File: config.mk
export PLATFORM = sky130hd
export DESIGN_NAME = rpn_divider
export DESIGN_NICKNAME = d
export VERILOG_FILES = /design/src/rtl/rpn_pkg.sv /design/src/rtl/rpn_divider.sv
export SDC_FILE = /design/constraint.sdc
export NUM_CORES = 1
export LEC_CHECK = 0
export BUFFER_PORTS_ARGS = -buffer_cell sky130_fd_sc_hd__buf_2
export CORE_MARGIN = 2
export CORE_UTILIZATION = 55
export CTS_CLUSTER_DIAMETER = 40
export CTS_CLUSTER_SIZE = 14
export DETAILED_ROUTE_END_ITERATION = 16
export GPL_ROUTABILITY_DRIVEN = 0
export PLACE_DENSITY = 0.73
export RECOVER_POWER = 100
export SLEW_MARGIN = 20
export SYNTH_ARGS = -nofsm -noshare
export SYNTH_HDL_FRONTEND = slang
export SYNTH_SLANG_ARGS = --single-unit
export TNS_END_PERCENT = 30
File: constraint.sdc
create_clock -name clock -period 4.36 [get_ports clock]
set_input_delay 0.218 -clock clock [delete_from_list [all_inputs] [get_ports clock]]
set_output_delay 0.218 -clock clock [all_outputs]
set_load 0.1 [all_outputs]
File: src/rtl/rpn_pkg.sv
`default_nettype none
package rpn_pkg;

   localparam int DATA_W          = 32;
   localparam int CHAR_W          = 8;
   localparam int STATUS_W        = 3;
   localparam int STACK_DEPTH_DEF = 128;

   localparam logic [CHAR_W-1:0] CH_ZERO   = 8'h30;
   localparam logic [CHAR_W-1:0] CH_NINE   = 8'h39;
   localparam logic [CHAR_W-1:0] CH_PLUS   = 8'h2B;
   localparam logic [CHAR_W-1:0] CH_MINUS  = 8'h2D;
   localparam logic [CHAR_W-1:0] CH_STAR   = 8'h2A;
   localparam logic [CHAR_W-1:0] CH_SLASH  = 8'h2F;
   localparam logic [CHAR_W-1:0] CH_EQUALS = 8'h3D;
   localparam logic [CHAR_W-1:0] CH_NUL    = 8'h00;

   typedef enum logic [STATUS_W-1:0] {
      ST_OK        = 3'd0,
      ST_OVERFLOW  = 3'd1,
      ST_UNDERFLOW = 3'd2,
      ST_LEFTOVER  = 3'd3,
      ST_NO_EQUALS = 3'd4,
      ST_DIV_ZERO  = 3'd5
   } status_type;

endpackage
`default_nettype wire

File: src/rtl/rpn_divider.sv
`default_nettype none
module rpn_divider (
   input  logic                       clock,
   input  logic                       reset,
   input  logic                       start,
   input  logic [rpn_pkg::DATA_W-1:0] dividend,
   input  logic [rpn_pkg::DATA_W-1:0] divisor,
   output logic                       done,
   output logic [rpn_pkg::DATA_W-1:0] quotient
);
   import rpn_pkg::*;

   localparam int CNT_W = $clog2(DATA_W + 1);

   logic              busy_ff, busy_in;
   logic              done_ff, done_in;
   logic [CNT_W-1:0]  count_ff, count_in;
   logic              neg_ff, neg_in;
   logic [DATA_W-1:0] rem_ff, rem_in;
   logic [DATA_W-1:0] quo_ff, quo_in;
   logic [DATA_W-1:0] div_ff, div_in;
   logic [DATA_W:0]   trial;

   always_comb begin
      busy_in  = busy_ff;
      done_in  = 1'b0;
      count_in = count_ff;
      neg_in   = neg_ff;
      rem_in   = rem_ff;
      quo_in   = quo_ff;
      div_in   = div_ff;
      trial    = {rem_ff, quo_ff[DATA_W-1]} - {1'b0, div_ff};
      if (start) begin
         busy_in  = 1'b1;
         count_in = CNT_W'(DATA_W);
         neg_in   = dividend[DATA_W-1] ^ divisor[DATA_W-1];
         rem_in   = '0;
         quo_in   = dividend[DATA_W-1] ? (DATA_W'(0) - dividend) : dividend;
         div_in   = divisor[DATA_W-1] ? (DATA_W'(0) - divisor) : divisor;
      end else if (busy_ff) begin
         if (!trial[DATA_W]) begin
            rem_in = trial[DATA_W-1:0];
            quo_in = {quo_ff[DATA_W-2:0], 1'b1};
         end else begin
            rem_in = {rem_ff[DATA_W-2:0], quo_ff[DATA_W-1]};
            quo_in = {quo_ff[DATA_W-2:0], 1'b0};
         end
         count_in = count_ff - CNT_W'(1);
         if (count_ff == CNT_W'(1)) begin
            busy_in = 1'b0;
            done_in = 1'b1;
         end
      end
   end

   always_ff @(posedge clock) begin
      count_ff <= count_in;
      neg_ff   <= neg_in;
      rem_ff   <= rem_in;
      quo_ff   <= quo_in;
      div_ff   <= div_in;
      if (reset) begin
         busy_ff <= 1'b0;
         done_ff <= 1'b0;
      end else begin
         busy_ff <= busy_in;
         done_ff <= done_in;
      end
   end

   assign done     = done_ff;
   assign quotient = neg_ff ? (DATA_W'(0) - quo_ff) : quo_ff;

endmodule
`default_nettype wire

== Word-level counts from Yosys, hierarchy flattened ==
Index checks and enable logic that the tools add are counted.
Word-level totals
  register bits: 105
  latch bits: 0
  memory bits (writable): 0
  memory bits (read-only): 0
  input port bits: 67
  output and inout bits: 33
  logic and storage cells: 29
  memories: 0
Operators by class
  add/subtract/negate cells: 5
  $mul: 0
  div/mod/pow operators: 0
  $lt $le $gt $ge: 0
  eq/ne operators: 1
  shift-type cells: 0
  muxes and demuxes: 11
  bitwise operators: 2
  reduce and logical (&&, ||, !) cells: 2
Operators with widths (count)
  $mux W32: 5
  $sub A1 B32 Y32 const A: 3
  $sub A33 B32 Y33: 1
  $mux W31: 1
  $eq A6 B1 Y1 const B: 1
  $sub A6 B1 Y6 const B: 1
  $mux W1: 5
  $reduce_or A3 Y1: 1
  $reduce_bool A2 Y1: 1
  $not A1 Y1: 1
  $xor A1 B1 Y1: 1

== Longest topological paths before layout ==
Gate-level depths: netlist of run 1.
  word-level depth: 4
  mapped depth: 14
  mapped depth without buffers: 12

== Worst setup path after synthesis of run 1 ==
Ideal clock, no wire load.
  path type: reg-to-output
  start point: register quo_ff[0]
  end point: output quotient[31] (netlist name)
  arrival: 4.260 ns
  required time: 4.142 ns
  path slack: -0.118 ns
  stages on the path, launching flop included: 10
  buffers on the path: 0
  cells stage by stage: edfxtp_1 -> nor3_1 -> nand2_1 -> or3_1 -> or4_1 -> or3_1 -> or4_1 -> o41ai_4 -> nand2_1 -> xnor2_1
On the way
  longest elaborated chain between the ends: 2
RTL lines
  from (decl): line rpn_divider.sv:20  | logic [DATA_W-1:0] quo_ff, quo_in;
  from (signal assigned): line rpn_divider.sv:60  | quo_ff <= quo_in;
  $sub A1 B32 Y32: line rpn_divider.sv:72  | assign quotient = neg_ff ? (DATA_W'(0) - quo_ff) : quo_ff;
  $mux W32: line rpn_divider.sv:72
  to (decl): line rpn_divider.sv:9  | output logic [rpn_pkg::DATA_W-1:0] quotient
Every way passes these cells.

== Final worst setup path of run 1 ==
Same ends and word-level chain as after synthesis.

==> results of run 1 <==
## sequential cells by signal (all words and copies together) (netlist names)
register  cells
rem_ff       32
busy_ff       1
quo_ff       32
count_ff      6
neg_ff        1
done          1
div_ff       32
## synthesized netlist by cell type (3+ instances only)
master and instances:
or3_1 15, nand3_1 15, xnor2_1 72, nor4_1 7
nor2b_1 5, and2_1 3, a31oi_1 5, or4_1 13
or4_4 3, ha_1 37, nand2_1 75, a21oi_1 71
o21ai_0 56, a21o_1 12, o211ai_1 3, a211oi_1 22
o21bai_1 5, o41ai_1 10, nor3_1 14, edfxtp_1 65
buf_1 3, inv_1 54, mux2i_1 26, and3_1 7
o31ai_1 26, nand4_1 6, nor2_1 95, nand2b_1 9
o21a_1 6, xor2_1 49, o31a_1 3, clkbuf_1 27
dfxtp_1 40
## routing by layer
| layer | track usage, % | vias up | share of wire (%) | wire (um) |
|---|---|---|---|---|
| met5 | 0 | - | 0 | 0 |
| met4 | 6.25 | 0 | 1.0 | 165 |
| met3 | 3.53 | 12 | 4.5 | 735 |
| met2 | 35.9 | 147 | 45 | 7260 |
| met1 | 31.3 | 2955 | 50 | 8070 |
| li1 | - | 3364 | - | - |
## through the flow
step                      utilization, %  power (W)  hold slack, ns
after floorplan                        -    0.00227           0.290
after global placement              60.6    0.00251           0.392
after detailed placement            60.6    0.00251           0.388
after CTS                           62.9    0.00333           0.119
after global routing                62.3    0.00347           0.154
final                               62.3    0.00329           0.165
## repair_timing
action	4_1_cts	5_1_grt
hold buffers	1	0
setup endpoints to repair	0	0
gates resized for setup	0	0
hold endpoints to repair	1	0
## worst max-delay path, cell delays in order, from the launching register on
cell and delay, ns:
edfxtp_1 0.43, nor3_1 0.24, nand2_1 0.10, or3_1 0.35, or4_1 0.46, or3_1 0.40, or4_1 0.49, o41ai_4 0.37
nand2_1 0.16, xnor2_2 0.13, buf_2 0.43
## kinds of logic after synthesis
family / share of synthesized area (%)
AOI/OAI and AO/OA: 19.4
and+or+nand+nor: 17.2
buffers and inverters: 4.41
muxes: 3.37
adders and majority gates: 6.26
xor gates and xnor gates: 13.7
DFF: 35.7
## layout make-up
cell class                 instances  area [sq um]
clock buffer                      10           250
clock inverter                     6          48.8
fill                            1229          5200
inverter                          54           203
multi-input combinational        695          4590
sequential                       105          2750
tap                              180           225
timing repair buffer             105           504
## path summary, 6_finish.rpt
| path | from | endpoint | slack (ns) |
|---|---|---|---|
| worst max register to register | quo_ff[31] | rem_ff[6] | 0.31 |
| worst min-delay path | divisor[21] | div_ff[21] | 0.16 |
| worst min register to register | count_ff[0] | count_ff[0] | 0.49 |
| worst max-delay path | quo_ff[0] | quotient[31] | 0.23 |
## power groups by stage
stage | clock, W | sequential [W] | combinational (W)
floorplan | 0 | 0.00124 | 0.00103
global placement | 0 | 0.00127 | 0.00124
detailed placement | 0 | 0.00127 | 0.00124
CTS | 0.000833 | 0.00125 | 0.00125
global route | 0.000866 | 0.00127 | 0.00134
finish | 0.000806 | 0.00125 | 0.00124
==> flow_results.org, run 1 <==
** Power and ir drop
- In this run the static leakage power is between 3 and 4 nW.
- Pwr Density :: approximately 380 mW/mm^2
- Comb power frac :: between 30% and 40%
- Switching Fraction :: between 40% and 50%
- Net switching component of the power :: 0.00136 W
- Peak supply drop :: between 0.15 and 0.2 mV
- Internal power comes to just under 0.002 W.
- Registers are responsible for a little under two fifths of the overall power.
- In this run, the clock network consumes around a quarter of the power.

** Worst setup path
- Worst EP required :: approximately 4.1 ns
- Peak fanout along the critical path :: 5
- STA classifies the critical path endpoint as an output pin.
- STA classifies the critical path startpoint as a register.
- Data arrives at the worst endpoint at ~3.9 ns.
- Setup CP Type :: register to output pin
- Counting cells, the worst reg-to-reg path comes to 13.

** Run status
- Violated checks :: max-capacitance violations, max-slew violations
- Outcome :: complete, but fails checks

** CTS
- The H-tree was split into 3 levels.
- Max clock buf depth :: 2
- TritonCTS clock tree :: built
- CTS Sinks :: ~110
- At the later pin of the worst-skew pair, clock insertion delay measures approximately 0.36 ns.
- The number of setup buffers added after CTS is 0.
- Clock-pin slew was measured on the worst setup and hold paths at approximately 0.070 ns.
- Counting the buffers created by CTS gives 9.
- Clock tree synthesis selected as its root buffer the cell clkbuf_16.

** Global route
- The number of global-route vias before repair was 5805.
- Global-route wire length before repair :: roughly 27000 um
- Antenna violations before repair :: 0
- Entering global routing, the biggest net connects 73 pins.
- For this run the aggregate overflow at the end of global routing stands at 0.
- In the global route stage, overall resource usage came out at 22.4%.

** Flow run
- The tool flagged a number of max-cap violations equal to 1.

** STA
- Tmin final :: 4.13 ns
- In the final timing run, aggregate negative setup slack is 0 ns.
- Maximum clock rate :: 242 MHz
- Unrepaired setup endpoints after global routing :: false
- Setup violations remaining at the end of the flow were counted as 0.
- The final max-slew violation count is 59.
- Of the available clock period, the critical path in the final layout requires 94.7%.
- Hold Violations, Final :: 0
- Final setup skew :: 0.00984 ns
- Worst Tran Pin Value :: between 2 and 3 ns
- Headroom to the max-slew limit came out at -84.4%.
- Final WS setup :: ~0.23 ns

** Placed design
- Placement-stage worst setup slack :: roughly 0.6 ns
- Post-DP HPWL :: around 12000 um
- In this run the cell area measured after placement is 0.00835 sq mm.
- Port-buffer cells :: 99
- Counting tap cells, the placed design contains a total of 1138 instances.

** Yosys
- Synthesis instantiated 55 different standard cells from the library.
- The share of synthesized area in the top cell type comes to around a quarter.
- Cell count after synthesis :: between 800 and 900
- In this run, synthesis inferred 65 flip-flops with an integrated enable.
- Synthesized netlist net count :: 993
- Dividing the synthesized area by the synthesized cell count gives ~8.7 sq um.
- The biggest area contributor in the post-synthesis netlist is edfxtp_1.
- Top area cells in the synthesized netlist :: edfxtp_1, dfxtp_1, xnor2_1
- Synthesized cell area :: slightly below 0.008 sq mm
- Flip-flop and latch count after synthesis :: about 110
- The Yosys step of the flow raised 0 warnings.
- Most used DFF post-synth :: edfxtp_1
- In the synthesized netlist the async set-or-reset flop fraction comes to 0%.
- The share of the Yosys chip area taken by registers is a little over a third.

** Routing
- For this run, the detailed router's first-pass iteration total came to 5.
- In the final routed layout, each cell accounts on average for between 10 and 15 um.
- Starting DRC count in detailed routing :: 555
- Routed Antenna Nets :: 0
- For this run, design rule violations remaining after detail routing come to 0.
- Vias post-DR :: about 6500
- Number of vias per cell :: about 5.6
- Wire length reported by the detailed router :: between 15000 and 20000 um

** Final layout
- The count of cells in the finished layout, fillers not included, comes to roughly 1200.
- Commonest non-fill, non-tap cell in the layout :: nor2_1
- After routing the design area is 0.00858 sq mm.
- In the layout the commonest cells are nor2_1, nand2_1, a21oi_1.
- In the final design database the tool counted approximately 1100 nets.
- Antenna Cells :: 0
- In the final layout, the share of cells above drive strength 1 is between 10% and 20%.
- Synth-to-Final Area Change :: 11.2%

** Floorplanning
- Core Footprint :: approximately 0.014 sq mm
- Io pins :: 100
- The initial utilization of the core area, before any placement, comes to a little under three fifths.
- Vert. Die Dim :: around 120 um
- The die covers 0.0150 sq mm.
- In this run the horizontal extent of the chip is between 100 and 150 um.
- After floorplanning, the core was divided into 43 placement rows.

** Worst hold path
- The min-delay analysis places its worst path in the category input pin to register.
- The worst hold path was traced through 2 stages.
Power figures use the tool's default switching activity.
==> run 2: changes to the inputs <==
--- a/config.mk
+++ b/config.mk
@@ -5,6 +5,7 @@
 export SDC_FILE = /design/constraint.sdc
 export NUM_CORES = 1
 export LEC_CHECK = 0
+export ABC_AREA = 1
 export BUFFER_PORTS_ARGS = -buffer_cell sky130_fd_sc_hd__buf_2
 export CORE_MARGIN = 2
 export CORE_UTILIZATION = 55
@@ -12,8 +13,9 @@
 export CTS_CLUSTER_SIZE = 14
 export DETAILED_ROUTE_END_ITERATION = 16
 export GPL_ROUTABILITY_DRIVEN = 0
-export PLACE_DENSITY = 0.73
+export PLACE_DENSITY = 0.72
 export RECOVER_POWER = 100
+export REMOVE_ABC_BUFFERS = 1
 export SLEW_MARGIN = 20
 export SYNTH_ARGS = -nofsm -noshare
 export SYNTH_HDL_FRONTEND = slang
==> run 2 against run 1 <==
Compared with the run above:
- the flow still finishes with violations (max-capacitance violations, max-slew violations)
- combinational power is 11% lower
- core utilization is 1.1 points lower
- non-clock buffer count is 2 lower
- register-to-register slack better by 0.38 ns
- setup slack better by 0.45 ns
- clock skew hardly changed
- wire length is 43% higher
- maximum frequency is 12% higher
==> flow_results.org, run 2 <==
** Run status
- Outcome: complete, but fails checks (unchanged).
- Violated checks: max-capacitance violations, max-slew violations (unchanged).

** CTS
- Cts hold-fix bufs :: 0 (was 1)
- Clk Tree Root Cell :: clkbuf_16 (unchanged)
- Clock transition at the registers of the reported paths :: 0.08 ns (was 0.07 ns)
- The post-CTS repair timing setup buffer count came to 0 (unchanged).
- CTS Sinks :: 105 (unchanged)
- Max clock buf depth :: 2 (unchanged)
- The clock latency of the later-clocked register in the worst-skew pair is 0.36 ns (about the same).
- H-tree depth :: 3 (unchanged)
- The clock tree from TritonCTS was built (unchanged).
- The post-cts gate resize count came to 0 (unchanged).
- Number of buffers added by the clock tree synthesis step :: 9 (unchanged)

** STA
- Unrepaired setup endpoints after global routing: false (unchanged).
- The time the final worst path needs with I/O delays and setup is 3.67 ns (was 4.13 ns).
- Worst Tran Pin Value :: 2.96 ns (was 2.77 ns)
- Setup_tns :: 0 ns (unchanged)
- Hold Violations, Final :: 0 (unchanged)
- The worst clock skew is 0.00946 ns (was 0.00984 ns).
- Final setup violation count :: 0 (unchanged)
- Count of final max-slew check failures :: 94 (was 59)
- Share of the clock period used by the worst path after layout :: 84.3% (was 94.7%)
- The remaining max-slew budget at the tightest pin is -97.3% (was -84.4%).
- Maximum clock rate :: 272 MHz (was 242 MHz)

** Floorplanning
- The initial cell density of the core is 56.2% (was 56.0%).
- Vert. Die Dim :: 134 um (was 122 um)
- Core Footprint :: 0.0166 sq mm (was 0.0138 sq mm)
- The top-level port count was 100 (unchanged).
- The die outline area was 0.0180 sq mm (was 0.0150 sq mm).
- The placement row count was 47 (was 43).
- Die width :: 134 um (was 122 um)

** Worst setup path
- The worst-path maximum fanout is 33 (was 5).
- The startpoint kind of the worst setup timing path is a register (unchanged).
- The cell that appears most often on the critical path is nand2_1.
- Max incr delay on CP :: 1.10 ns (was 0.49 ns)
- Signal arrival time at the worst endpoint :: 3.74 ns (was 3.91 ns)
- The total buffers and inverters traversed by the critical path was 2 (was 1).
- Top Family by Delay on Critical Path :: simple AND/OR/NAND/NOR gates (unchanged)
- The required arrival time at the worst endpoint is 4.42 ns (was 4.14 ns).
- The category of the critical setup timing path was register to register (was register to output pin).
- Cell chain of the critical path: inv_1 > ha_1 > fa_1 > inv_1 > nand2_1 > nand2_1 > nand3_1 > nand2_1 > nand2_1 > nand2_1 > nand2_1 > nand2_1 > nand2_2 > nand2_1 > o21ai_0 (was nor3_1 > nand2_1 > or3_1 > or4_1 > or3_1 > or4_1 > o41ai_4 > nand2_1 > xnor2_2 > buf_2).
- The critical path endpoint category was a register (was output pin).
- Worst path slowest cell :: nand2_1 (was or4_1)

** Routing
- The count of routing violations after the opening detailed-route iteration came to 572 (was 555).
- The via count came to 8954 (was 6478).
- First-pass iteration count of the detailed router :: 5 (unchanged)
- Number of vias per cell :: 5.03 (was 5.61)
- Drc violations :: 0 (unchanged)
- The final antenna-violating net count is 0 (unchanged).
- Average wire per standard cell :: 13.0 um (was 14.1 um)
- Wire length reported by the detailed router :: 23200 um (was 16200 um)

** Yosys
- Async set-reset flop share out of synthesis :: 0% (unchanged)
- The count of yosys warnings during synthesis was 0 (unchanged).
- Number of enable flip-flop cells after synthesis :: 65 (unchanged)
- Ranking of synthesized cells by instance count :: nand2_1, inv_1, nor2_1, nand3_1, edfxtp_1 (was nor2_1, nand2_1, xnor2_1, a21oi_1, edfxtp_1)
- Synthesized cell area :: 0.00931 sq mm (was 0.00771 sq mm)
- The proportion of synthesized chip area in sequential cells came to 29.6% (was 35.7%).
- Cell count after synthesis :: 1469 (was 888)
- Flip-flop and latch count after synthesis :: 105 (unchanged)
- The top cell type by total area after synthesis is edfxtp_1 (unchanged).
- The most frequent cell after synthesis is nand2_1 (was nor2_1).
- Share of the synthesized area in the top cell type :: 21.0% (was 25.3%)
- Syn avg cell area :: 6.34 sq um (was 8.69 sq um)
- Top area cells in the synthesized netlist: edfxtp_1, nand2_1, inv_1 (was edfxtp_1, dfxtp_1, xnor2_1).
- The most used flip-flop cell after synthesis was edfxtp_1 (unchanged).
- Synth cell types :: 47 (was 55)

** Placed design
- The number of buffers inserted by port buffering was 99 (unchanged).
- The post-placement cell count was 1762 (was 1138).
- The post-detailed-placement half-perimeter wirelength is 18300 um (was 12200 um).

** Global route
- The global-route usage over all layers came to 26.8% (was 22.4%).
- Maximum number of pins on one net before global-route repair :: 60 (was 73)
- Vias in the first global route :: 8549 (was 5805)
- Global-route wire length before repair :: 39100 um (was 27000 um)
- The total global routing overflow was 0 (unchanged).
- Antenna violations before repair :: 2 (was 0)

** Final layout
- The fraction of final layout cells sized beyond drive strength 1 came to 7.45% (was 10.2%).
- The number of standard cells in the layout, taps in and fillers out is 1779 (was 1155).
- Top library cells by usage in the layout, fill and taps aside: nand2_1, inv_1, nor2_1 (was nor2_1, nand2_1, a21oi_1).
- Commonest non-fill, non-tap cell in the layout :: nand2_1 (was nor2_1)
- Top Registers: div_ff (32), quo_ff (32), rem_ff (32) (unchanged).
- The share of the core filled with cells came to 61.2% (was 62.3%).
- The layout net count was 1658 (was 1075).
- Synth-to-Final Area Change :: 8.96% (was 11.2%)

** Flow run
- The max-cap violation count was 2 (was 1).

** Power and ir drop
- The leakage power of the design is 5.34 nW (was 3.34 nW).
- Tot Pwr :: 0.00311 W (was 0.00329 W)
- The worst-case vdd ir drop came to 0.223 mV (was 0.199 mV).
- The power density over cell area is 306 mW/mm^2 (was 384 mW/mm^2).

** Worst hold path
- Hold Path Class :: input pin to register (unchanged)
==> run 2: worst reg2reg max path, delay by kind of cell, from the launching register on <==
kind / cells / cell delay (ns)
buffers and inverters: 2 / 0.21
DFF: 1 / 0.36
adders and majority gates: 2 / 0.65
and+or+nand+nor: 10 / 2.00
AOI/OAI and AO/OA: 1 / 0.18
==> run 2: area by class of cell <==
type,instances,area [sq um]
antenna,1,2.50
clock buffer,10,229
clock inverter,6,58.8
fill,1679,6430
inverter,295,1110
multi-input combinational,1039,5250
sequential,105,2750
tap,220,275
timing repair buffer,103,472
==> run 2: where the power goes <==
| group | internal, W | switching, W | leakage (nW) |
|---|---|---|---|
| sequential | 0.00115 | 0.0000546 | 0.975 |
| combinational | 0.000222 | 0.000877 | 4.22 |
| clock | 0.000402 | 0.000403 | 0.143 |
| total | 0.00177 | 0.00133 | 5.34 |
==> run 2: metal layers <==
layer	global-route usage (%)	share of wire (%)
met5	0	0.056
met4	8.30	2.4
met3	4.46	4.7
met2	46.8	48
met1	33.9	45
==> run 2: cells by family after synthesis <==
logic type      count (synthesis)  synth area share, %
compound gates                109                 6.34
simple gates                  803                 36.8
flops                         105                 29.6
fa+ha+maj                      38                 5.19
buf+inv                       325                 13.7
xor+xnor                       89                 8.37
==> run 2: stage by stage <==
stage | hold slack (ns) | worst slack (ns) | instance area (sq um)
6_report | 0.0246 | 0.686 | 10100
5_1_grt | 0.0193 | 0.480 | 10100
4_1_cts | 0.0156 | 1.19 | 10200
3_5_place_dp | 0.408 | 1.63 | 9950
3_3_place_gp | 0.404 | 1.70 | 9950
2_1_floorplan | 0.287 | 0.600 | 9140
==> run 2: final timing paths <==
kind / startpoint / endpoint / slack (ns) / cells after the start
setup / recovery: quo_ff[31] / quo_ff[0] / 0.69 / 15
hold / removal: reset / busy_ff / 0.02 / 2
setup reg to reg: quo_ff[31] / quo_ff[0] / 0.69 / 15
hold reg to reg: rem_ff[21] / rem_ff[21] / 0.47 / 2
==> run 3: changes to the inputs <==
--- a/config.mk
+++ b/config.mk
@@ -13,7 +13,7 @@
 export CTS_CLUSTER_SIZE = 14
 export DETAILED_ROUTE_END_ITERATION = 16
 export GPL_ROUTABILITY_DRIVEN = 0
-export PLACE_DENSITY = 0.72
+export PLACE_DENSITY = 0.75
 export RECOVER_POWER = 100
 export REMOVE_ABC_BUFFERS = 1
 export SLEW_MARGIN = 20
==> constraint.sdc (replaced) <==
create_clock -name clock -period 3.1 [get_ports clock]
set_input_delay 0.155 -clock clock [delete_from_list [all_inputs] [get_ports clock]]
set_output_delay 0.155 -clock clock [all_outputs]
set_load 0.1 [all_outputs]
==> run 3 against run 2 <==
Compared with the run above:
- die area did not move
- hold slack improved by 0.078 ns
- highest routed layer unchanged
- setup slack got worse by 0.47 ns
- the run still ends with max-capacitance violations, max-slew violations left
- wire length shrank 0.92%
- sequential power up 40%
- critical path type is now register to output pin
==> flow_results.org, run 3 (synthesis gave the netlist of run 2 again) <==
** Worst hold path
- The kind of path behind the tightest hold check is input pin to register (unchanged).

** Routing
- The detailed-route DRC error count was 0 (unchanged).
- The detailed-router iteration count before antenna repair came to 5 (unchanged).
- The final antenna-violating net count is 0 (unchanged).
- The ratio of routed vias to standard cells was 5.08 (was 5.03).
- Vias post-DR :: 9045 (was 8954)
- Starting DRC count in detailed routing :: 550 (was 572)
- The aggregate routed wire length is 23000 um (was 23200 um).
- The detailed-route wire length per cell came to 12.9 um (was 13.0 um).

** CTS
- Max clock buf depth :: 2 (unchanged)
- The number of buffers created by CTS is 9 (unchanged).
- Setup Fix Bufs, Post-CTS :: 0 (unchanged)
- CTS Sinks :: 105 (unchanged)
- The clock tree from TritonCTS is built (unchanged).
- The clock latency of the later-clocked register in the worst-skew pair is 0.35 ns (was 0.36 ns).
- H-tree depth :: 3 (unchanged)
- The cell at the root of the clock tree is clkbuf_16 (unchanged).
- Clock transition at the registers of the reported paths :: 0.08 ns (about the same)

** Worst setup path
- The startpoint kind of the worst setup timing path is a register (unchanged).
- The worst-path maximum fanout is 4 (was 33).
- The arrival time at the worst endpoint is 2.73 ns (was 3.74 ns).
- Max incr delay on CP :: 0.47 ns (was 1.10 ns)
- Cell chain of the critical path: nor3_1 > nand3_1 > nor2_1 > nand3_1 > nor2_1 > nand2_1 > nand2_1 > xor2_1 > buf_2 (was inv_1 > ha_1 > fa_1 > inv_1 > nand2_1 > nand2_1 > nand3_1 > nand2_1 > nand2_1 > nand2_1 > nand2_1 > nand2_1 > nand2_2 > nand2_1 > o21ai_0).
- The critical path endpoint category is an output pin (was register).
- Setup CP Type :: register to output pin (was register to register)
- Worst EP required :: 2.94 ns (was 4.42 ns)
- The standard cell with the maximum stage delay on the critical path is buf_2 (was nand2_1).

** Placed design
- Port-buffer cells :: 99 (unchanged)
- The post-placement cell area was 0.00996 sq mm (was 0.00995 sq mm).
- Post-DP HPWL :: 18200 um (was 18300 um)

** STA
- The routed design could run at a clock period as short as approximately 2.9 ns.
- Static timing analysis puts the maximum clock frequency at ~350 MHz.
- Hold Violations, Final :: 0 (unchanged)
- The final count of negative-setup-slack endpoints came to 0 (unchanged).
- The final max-slew violation count came to 34 (was 94).
- Unrepaired setup endpoints after global routing :: false (unchanged)
- The worst-margin pin slew was 1.77 ns (was 2.96 ns).
- The worst path uses just over 90% of the clock period.
- Max-Slew Margin vs Limit :: -17.9% (was -97.3%)
- The worst clock skew is 0.00775 ns (was 0.00946 ns).

** Final layout
- The layout net count came to 1662 (was 1658).
- The total inserted antenna cells came to 0 (was 1).
- Commonest non-fill, non-tap cell in the layout :: nand2_1 (unchanged)
- Top Registers :: div_ff (32), quo_ff (32), rem_ff (32) (unchanged)
- The fraction of final layout cells sized beyond drive strength 1 came to 8.83% (was 7.45%).
- Top library cells by usage in the layout, fill and taps aside: nand2_1, inv_1, nor2_1 (unchanged).
- Synth-to-Final Area Change :: 10.1% (was 8.96%)
- The final design instance area without fill was 0.0103 sq mm (was 0.0101 sq mm).

** Power and ir drop
- The overall power after layout is 0.00445 W (was 0.00311 W).
- Leakage power :: 5.46 nW (was 5.34 nW)
- Pwr Density :: 434 mW/mm^2 (was 306 mW/mm^2)
- The worst-case vdd ir drop came to 0.381 mV (was 0.223 mV).

** Floorplanning
- The placement row count came to 47 (unchanged).
- The total core area came to 0.0166 sq mm (unchanged).
- The initial cell density of the core came to 56.2% (unchanged).
- The die outline area came to 0.0180 sq mm (unchanged).
- The top-level port count is 100 (unchanged).
- The horizontal die dimension came to 134 um (unchanged).
- The height of the die is 134 um (unchanged).

** Global route
- The number of global-route vias before repair was 8497 (was 8549).
- The wire length of the first global-routing pass is 38500 um (was 39100 um).
- Total global-route track usage :: 26.3% (was 26.8%)
- Total congestion overflow after global routing :: 0 (unchanged)
- The initial antenna violation count is 3 (was 2).
- Maximum number of pins on one net before global-route repair :: 59 (was 60)

** Run status
- Violated checks :: max-capacitance violations, max-slew violations (unchanged)
- Outcome :: complete, but fails checks (unchanged)

** Flow run
- The max-cap violation count was 1 (was 2).
-- run 3: cell types whose count changed in the layout (fill, tap and decap cells not counted), sizes merged --
cell and delta:
inv -1, dlygate4sd3 +2, diode -1, clkbuf -3, buf +5, clkinv +1
-- run 3: cell type report --
class                           count  area (sq um)
Fill cell                        1640          6330
Sequential cell                   105          2750
Tap cell                          220           275
Timing Repair Buffer              107           551
Clock inverter                      6          57.6
Clock buffer                       10           250
Inverter                          295          1110
Multi-Input combinational cell   1039          5260
-- run 3: timing repair --
action,CTS,global route
hold buffers,2,0
gates resized for setup,0,9
hold endpoints to repair,3,0
endpoints found under the setup margin,0,8
-- run 3: final timing paths --
kind,from,endpoint,slack [ns],cells past startpoint
max reg2reg,quo_ff[31],quo_ff[0],0.25,15
min reg2reg,rem_ff[23],rem_ff[23],0.47,2
min,divisor[21],div_ff[21],0.10,3
max,quo_ff[1],quotient[21],0.22,9
-- run 3: metrics by stage --
stage | cells | hold WS, ns | setup WS, ns | setup TNS (ns) | util [%]
CTS | 1782 | 0.0908 | 0.0135 | 0 | 62.0
global route | 1782 | 0.101 | 0.000364 | 0 | 61.8
floorplan | 1439 | 0.224 | -0.597 | -6.41 | -
detailed placement | 1764 | 0.359 | 0.385 | 0 | 60.1
finish | 1782 | 0.103 | 0.216 | 0 | 61.8
global placement | 1764 | 0.356 | 0.438 | 0 | 60.1
-- run 3: report_power, final --
group / internal (W) / total, W / switching [W]
Sequential: 0.00162 / 0.00168 / 0.0000684
Combinational: 0.000343 / 0.00158 / 0.00124
Clock: 0.000613 / 0.00118 / 0.000565
-- run 3: critical path: cells and delay by family (launching register included) --
kind | cells | cell delay [ns]
flops | 1 | 0.43
xor+xnor | 1 | 0.22
buf+inv | 1 | 0.47
simple gates | 7 | 1.26
-- run 3: routing by layer --
metal	track usage (%)	share of wire (%)	wire length [um]
met5	0	0.048	11
met3	4.65	5.7	1310
met2	46.2	48	11000
met1	32.2	43	9930
met4	10.1	3.1	705
